File: src/sv/bctd_pkg.sv
// shared types, constants and helper functions of the block decoder
package bctd_pkg;

	typedef enum logic [1:0] {
		FMT_BC1 = 2'd0,
		FMT_BC3 = 2'd1,
		FMT_BC4 = 2'd2,
		FMT_BC5 = 2'd3
	} fmt_t;

	localparam logic [13:0] RECIP7 = 14'd9363;
	localparam logic [13:0] RECIP5 = 14'd13108;
	localparam logic [14:0] RECIP3 = 15'd21846;
	localparam logic [7:0] CH_MAX = 8'd255;
	localparam logic [3:0] LAST_PIX = 4'd15;
	localparam logic [5:0] CIDX_OFS = 6'd16;

	typedef struct packed {
		fmt_t fmt;
		logic punch;
		logic [7:0][7:0] apal;
		logic [7:0][7:0] gpal;
		logic [3:0][2:0][7:0] cpal;
		logic [47:0] lo_idx;
		logic [47:0] hi_idx;
	} bank_t;

	typedef struct packed {
		logic [7:0] r;
		logic [7:0] g;
		logic [7:0] b;
		logic [7:0] a;
	} pixel_t;

	function automatic logic [7:0] widen5(input logic [4:0] v);
		return {v, v[4:2]};
	endfunction

	function automatic logic [7:0] widen6(input logic [5:0] v);
		return {v, v[5:4]};
	endfunction

	// floor(x / 3) for x up to 765
	function automatic logic [7:0] div3(input logic [9:0] x);
		logic [24:0] p;
		p = 25'(x) * 25'(RECIP3);
		return p[23:16];
	endfunction

endpackage

File: src/sv/bctd_alpha_lane.sv
// one entry of an eight-entry alpha-style palette
module bctd_alpha_lane (
	input  logic [7:0] v0,
	input  logic [7:0] v1,
	input  logic [2:0] entry,
	output logic [7:0] value
);
	import bctd_pkg::*;

	logic        gt;
	logic [2:0]  wi;
	logic [2:0]  w0;
	logic [10:0] sum;
	logic [13:0] recip;
	logic [24:0] prod;

	always_comb begin
		gt    = v0 > v1;
		wi    = entry - 3'd1;
		w0    = gt ? (3'd7 - wi) : (3'd5 - wi);
		sum   = 11'(w0) * 11'(v0) + 11'(wi) * 11'(v1);
		recip = gt ? RECIP7 : RECIP5;
		prod  = 25'(sum) * 25'(recip);
		priority if (entry == 3'd0) begin
			value = v0;
		end else if (entry == 3'd1) begin
			value = v1;
		end else if (gt || entry <= 3'd5) begin
			value = prod[23:16];
		end else if (entry == 3'd6) begin
			value = 8'd0;
		end else begin
			value = CH_MAX;
		end
	end

endmodule

File: src/sv/bctd_colour_lane.sv
// interpolated entries of one colour channel
module bctd_colour_lane (
	input  logic [7:0] e0,
	input  logic [7:0] e1,
	input  logic       four,
	output logic [7:0] p2,
	output logic [7:0] p3
);
	import bctd_pkg::*;

	logic [9:0] s2;
	logic [9:0] s3;
	logic [8:0] avg_sum;

	always_comb begin
		s2      = {1'b0, e0, 1'b0} + {2'b0, e1};
		s3      = {2'b0, e0} + {1'b0, e1, 1'b0};
		avg_sum = {1'b0, e0} + {1'b0, e1};
		p2      = four ? div3(s2) : avg_sum[8:1];
		p3      = four ? div3(s3) : 8'd0;
	end

endmodule

File: src/sv/bctd_pixel_mux.sv
// merges the lane palettes into the pixel selected by the counter
module bctd_pixel_mux (
	input  bctd_pkg::bank_t  bank,
	input  logic [3:0]       idx,
	output bctd_pkg::pixel_t pix
);
	import bctd_pkg::*;

	logic [5:0]  abase;
	logic [5:0]  cbase;
	logic [2:0]  a_lo;
	logic [2:0]  a_hi;
	logic [47:0] cword;
	logic [1:0]  cs;

	always_comb begin
		abase = {1'b0, idx, 1'b0} + {2'b0, idx};
		cbase = {1'b0, idx, 1'b0} + CIDX_OFS;
		a_lo  = bank.lo_idx[abase +: 3];
		a_hi  = bank.hi_idx[abase +: 3];
		cword = (bank.fmt == FMT_BC1) ? bank.lo_idx : bank.hi_idx;
		cs    = cword[cbase +: 2];
		unique case (bank.fmt)
			FMT_BC1: begin
				pix.r = bank.cpal[cs][0];
				pix.g = bank.cpal[cs][1];
				pix.b = bank.cpal[cs][2];
				pix.a = (bank.punch && cs == 2'd3) ? 8'd0 : CH_MAX;
			end
			FMT_BC3: begin
				pix.r = bank.cpal[cs][0];
				pix.g = bank.cpal[cs][1];
				pix.b = bank.cpal[cs][2];
				pix.a = bank.apal[a_lo];
			end
			FMT_BC4: begin
				pix.r = bank.apal[a_lo];
				pix.g = bank.apal[a_lo];
				pix.b = bank.apal[a_lo];
				pix.a = CH_MAX;
			end
			FMT_BC5: begin
				pix.r = bank.apal[a_lo];
				pix.g = bank.gpal[a_hi];
				pix.b = 8'd0;
				pix.a = CH_MAX;
			end
		endcase
	end

endmodule

File: src/sv/bc_texture_block_decoder.sv
// bc1/bc3/bc4/bc5 block decoder top level: palette lanes, palette bank, pixel output register
// path: input register, palette bank, then pixel output register for the block's pixels
// throughput: sixteen pixels per block, one per cycle while out_ready does not stall them;
// the block rate is set by the single pixel output port draining the palette bank
// reset: arst_n clears the format register to bc1 and empties every pipeline stage
module bc_texture_block_decoder (
	input  logic        clk,
	input  logic        arst_n,
	input  logic        cfg_valid,
	output logic        cfg_ready,
	input  logic [1:0]  cfg_data,
	input  logic        in_valid,
	output logic        in_ready,
	input  logic [63:0] block_low,
	input  logic [63:0] block_high,
	output logic        out_valid,
	input  logic        out_ready,
	output logic [7:0]  red,
	output logic [7:0]  green,
	output logic [7:0]  blue,
	output logic [7:0]  alpha,
	output logic [3:0]  pixel_index,
	output logic        last_pixel
);
	import bctd_pkg::*;

	fmt_t        fmt_q;
	logic        valid_s1;
	logic [63:0] low_s1;
	logic [63:0] high_s1;
	logic        valid_s2;
	bank_t       bank_s2;
	bank_t       bank_next;
	logic [3:0]  cnt_q;
	logic        out_valid_q;
	pixel_t      pix_q;
	pixel_t      pix_next;
	logic [3:0]  idx_q;
	logic        last_q;

	logic        out_load;
	logic        bank_free;
	logic        ld_s2;

	logic [31:0]      cw;
	logic [15:0]      c0;
	logic [15:0]      c1;
	logic             four;
	logic [2:0][7:0]  e0;
	logic [2:0][7:0]  e1;
	logic [2:0][7:0]  p2;
	logic [2:0][7:0]  p3;
	logic [7:0][7:0]  apal;
	logic [7:0][7:0]  gpal;

	assign cfg_ready = 1'b1;
	assign out_load  = valid_s2 && (!out_valid_q || out_ready);
	assign bank_free = !valid_s2 || (out_load && cnt_q == LAST_PIX);
	assign ld_s2     = valid_s1 && bank_free;
	assign in_ready  = !valid_s1 || ld_s2;

	always_comb begin
		cw    = (fmt_q == FMT_BC1) ? low_s1[31:0] : high_s1[31:0];
		c0    = cw[15:0];
		c1    = cw[31:16];
		four  = (fmt_q != FMT_BC1) || (c0 > c1);
		e0[0] = widen5(c0[15:11]);
		e0[1] = widen6(c0[10:5]);
		e0[2] = widen5(c0[4:0]);
		e1[0] = widen5(c1[15:11]);
		e1[1] = widen6(c1[10:5]);
		e1[2] = widen5(c1[4:0]);
	end

	for (genvar ch = 0; ch < 3; ch++) begin : g_colour
		bctd_colour_lane u_lane (
			.e0   (e0[ch]),
			.e1   (e1[ch]),
			.four (four),
			.p2   (p2[ch]),
			.p3   (p3[ch])
		);
	end

	for (genvar k = 0; k < 8; k++) begin : g_alpha
		bctd_alpha_lane u_lo (
			.v0    (low_s1[7:0]),
			.v1    (low_s1[15:8]),
			.entry (3'(k)),
			.value (apal[k])
		);
		bctd_alpha_lane u_hi (
			.v0    (high_s1[7:0]),
			.v1    (high_s1[15:8]),
			.entry (3'(k)),
			.value (gpal[k])
		);
	end

	always_comb begin
		bank_next.fmt    = fmt_q;
		bank_next.punch  = !four;
		bank_next.apal   = apal;
		bank_next.gpal   = gpal;
		bank_next.cpal[0] = e0;
		bank_next.cpal[1] = e1;
		bank_next.cpal[2] = p2;
		bank_next.cpal[3] = p3;
		bank_next.lo_idx = low_s1[63:16];
		bank_next.hi_idx = high_s1[63:16];
	end

	bctd_pixel_mux u_mux (
		.bank (bank_s2),
		.idx  (cnt_q),
		.pix  (pix_next)
	);

	always_ff @(posedge clk or negedge arst_n) begin
		if (!arst_n) begin
			fmt_q       <= FMT_BC1;
			valid_s1    <= 1'b0;
			valid_s2    <= 1'b0;
			cnt_q       <= 4'd0;
			out_valid_q <= 1'b0;
		end else begin
			if (cfg_valid && cfg_ready) begin
				fmt_q <= fmt_t'(cfg_data);
			end
			if (in_ready) begin
				valid_s1 <= in_valid;
			end
			if (bank_free) begin
				valid_s2 <= valid_s1;
			end
			if (out_load) begin
				cnt_q <= cnt_q + 4'd1;
			end
			if (!out_valid_q || out_ready) begin
				out_valid_q <= valid_s2;
			end
		end
	end

	always_ff @(posedge clk) begin
		if (in_valid && in_ready) begin
			low_s1  <= block_low;
			high_s1 <= block_high;
		end
		if (ld_s2) begin
			bank_s2 <= bank_next;
		end
		if (out_load) begin
			pix_q  <= pix_next;
			idx_q  <= cnt_q;
			last_q <= (cnt_q == LAST_PIX);
		end
	end

	assign out_valid   = out_valid_q;
	assign red         = pix_q.r;
	assign green       = pix_q.g;
	assign blue        = pix_q.b;
	assign alpha       = pix_q.a;
	assign pixel_index = idx_q;
	assign last_pixel  = last_q;

endmodule

File: config.mk
export PLATFORM = sky130hd
export DESIGN_NAME = bc_texture_block_decoder
export DESIGN_NICKNAME = d
export VERILOG_FILES = /design/src/sv/bctd_pkg.sv /design/src/sv/bctd_alpha_lane.sv /design/src/sv/bctd_colour_lane.sv /design/src/sv/bctd_pixel_mux.sv /design/src/sv/bc_texture_block_decoder.sv
export SDC_FILE = /design/constraint.sdc
export NUM_CORES = 2
export LEC_CHECK = 0
export BUFFER_PORTS_ARGS = -buffer_cell sky130_fd_sc_hd__buf_2
export CAP_MARGIN = 40
export CORE_MARGIN = 1
export CORE_UTILIZATION = 30
export CTS_CLUSTER_DIAMETER = 30
export DETAILED_ROUTE_END_ITERATION = 10
export PLACE_DENSITY_LB_ADDON = 0.08
export SKIP_LAST_GASP = 1
export SYNTH_ARGS = -nofsm -noshare
export SYNTH_HDL_FRONTEND = slang
export SYNTH_HIERARCHICAL = 1
export SYNTH_SLANG_ARGS = --single-unit
File: constraint.sdc
create_clock -name clk -period 17.6 [get_ports clk]
set_input_delay 0.88 -clock clk [delete_from_list [all_inputs] [get_ports clk]]
set_output_delay 0.88 -clock clk [all_outputs]
set_load 0.1 [all_outputs]
==> run summary <==
Max-slew violation count = 0
Wire per inst = 19.20 um
Tot GR Track Use = 0.1795
TritonCTS clock tree = yes
RSZ-0062 raised after global routing = false
First-pass GRT wire length = 570.0 mm
Relative slew slack = 0.3543
Die Span Y = 639.7 um
Worst clock skew = 0.09133 ns
Die width = 639.7 um
Clk sinks = 481
Register area share after synthesis = 0.1180
Worst setup SP type = flip-flop
Count leader, synth = inv_1
CTS H-tree depth = 4
Mapped Area = 122000 um^2
Seq cells post-synth = 481
Critical path capture point type = flip-flop
# nets final = 17.47k
Die ar. = 409200 um^2
Max-Cap Viols = 0
Critical Path RT = 18.19 ns
Async SR Flop Fraction = 0.01871
GRT overflow = 0
Post-synth EDFFs = 472
Clock latency on the worst-skew pair = 0.81 ns
Crit path buf inv count = 8
Worst Max-Slew Pin Slew = 0.9685 ns
Critical-path top delay cell = edfxtp_1
CP Max Fanout = 24
CTS clk-pin slew, worst paths = 0.05 ns
Share of cells above drive strength 1 = 0.06998
Critical Path Max Stage Delay = 0.60 ns
Final instance area = 135900 um^2
Iter 0 DRT Violations = 4319
Routed Antenna Nets = 0
Crit Path Class = reg2reg
CTS buffer count = 145
Largest area contributor in the netlist = fa_1
PnR worst setup slack = 5.580 ns
Post-Place Setup Slack = 5.546 ns
Vias = 87.98k
Top post-synthesis cells by count = inv_1 (3126), ha_1 (2152), fa_1 (1752), nor2_1 (767), nand2_1 (596)
Syn_area_per_cell = 9.508 um^2
Setup violators final = 0
Post-route clock period utilization = 0.6830
Setup total negative slack = 0 ns
Hold WC Path Type = in2reg
Ranking of synthesized cells by area = fa_1 (29%), ha_1 (22%), edfxtp_1 (12%), inv_1 (9.6%), nor2_1 (2.4%)
Total wire length = 363.8 mm
Dpl cell area = 131100 um^2
Placer's final routability congestion estimate = 0.8498
P&R area growth vs syn = 11.39%
Max Clock Freq = 0.08319 GHz
# IOs = 175
Clock Root Buffer = clkbuf_16
Clock Path Buffers = 4
Most used cell, CP = fa_1
Row count = 233
CP arrival = 12.61 ns
Largest net degree at the start of global routing = 62
Vias in the first global route = 95.61k
Status = finished clean
Min cycle time layout = 12.02 ns
DR vias/cell = 4.643
Port Buffer Count = 173
Post-CTS Setup Bufs = 0
Initial antenna violation count = 38
Hpwl dp = 309.0 mm
Family with the most delay on the worst path = adder cells
Warnings, synthesis = 6
Core footprint = 403800 um^2
Iteration count of the initial detailed-routing pass = 5
Post-Syn Instances = 12.83k
Final number of hold-violating endpoints = 0
Initial Utilization = 0.3021
Top_reg_cell synth = edfxtp_1
Count of cell types in the netlist = 130
Synth top area share = 0.2875
DRC Markers = 0
routing by layer:
layer | up-vias | routed length [um] | global-route usage
met5 | - | 23 | 0
met4 | 4 | 6457 | 0.03135
met3 | 305 | 10580 | 0.01309
met2 | 1343 | 174200 | 0.3084
met1 | 43870 | 172600 | 0.2490
li1 | 42450 | - | -
metrics by stage:
step	cells	hold slack, ns	util
2_1_floorplan	13210	0.4003	-
3_3_place_gp	18670	0.4018	0.3241
3_5_place_dp	18690	0.4045	0.3247
4_1_cts	18940	0.1943	0.3365
5_1_grt	18940	0.2150	0.3365
6_report	18950	0.2504	0.3365
timing repair:
item / 4_1_cts / 5_1_grt
resized for setup: 0 / 0
hold buffers: 1 / 0
endpoints found under the hold margin: 9 / 0
worst paths after layout:
check,endpoint,slack (ns),cells past startpoint,startpoint
worst max-delay path,bank_s2[215]$_DFFE_PP_,5.58,37,high_s1[15]$_DFFE_PP_
worst min-delay path,low_s1[53]$_DFFE_PP_,0.25,1,block_low[53]
worst max register to register,bank_s2[215]$_DFFE_PP_,5.58,37,high_s1[15]$_DFFE_PP_
worst min register to register,bank_s2[19]$_DFFE_PP_,0.41,0,high_s1[35]$_DFFE_PP_
max in group asynchronous,cnt_q[0]$_DFFE_PN0P_,16.79,2,arst_n
min in group asynchronous,cnt_q[0]$_DFFE_PN0P_,0.54,2,arst_n
registers in the layout, indices dropped and copies added (netlist names):
name,flops
fmt_q,2
red,8
pixel_index,4
low_s1,64
last_pixel,1
valid_s1,1
bank_s2,307
valid_s2,1
high_s1,64
out_valid,1
alpha,8
green,8
cnt_q,4
blue,8
kinds of logic after synthesis:
group | share of synthesized area
xor+xnor | 0.02876
buf+inv | 0.1054
compound gates | 0.09287
mux | 0.03533
simple gates | 0.1103
other cells | 0.001046
fa+ha+maj | 0.5083
flops | 0.1180
worst reg2reg max path, delay by kind of cell, from the launching register on:
kind / cells / cell delay [ns]
AO/OA/AOI/OAI: 11 / 3.08
flip-flops: 1 / 0.60
buffers and inverters: 8 / 1.00
AND/OR/NAND/NOR: 5 / 1.15
adder cells (fa/ha/maj): 11 / 5.05
XOR/XNOR: 2 / 0.96
layout by cell type (no fill, tap or decap), types with 92 or more instances in the layout:
cell       instances
edfxtp_1         472
a21oi_1          547
inv_1           3126
buf_4            111
xnor2_1          243
clkbuf_16        148
mux4_2            96
and2_1           336
or2_2            103
nand2b_1         140
ha_1            2151
a21o_1           150
o21ai_0          241
nand3_1          141
buf_2            173
o21a_1            92
xor2_1           147
nor2b_1          146
conb_1           410
fa_1            1751
nand2_1          596
nor2_1           766
mux2i_1          128
cell type report:
type / count / area [um^2]
clock buffer: 168 / 3799
fill: 41750 / 267900
timing repair buffer: 298 / 1919
tap: 5405 / 6763
sequential: 481 / 14400
multi-input combinational: 9371 / 96260
antenna: 11 / 27.53
clock inverter: 83 / 949.7
inverter: 3132 / 11760
Power is left out: the tool's default activity adds up to more than one toggle a clock period on the data nets, which glitch-free logic cannot reach.
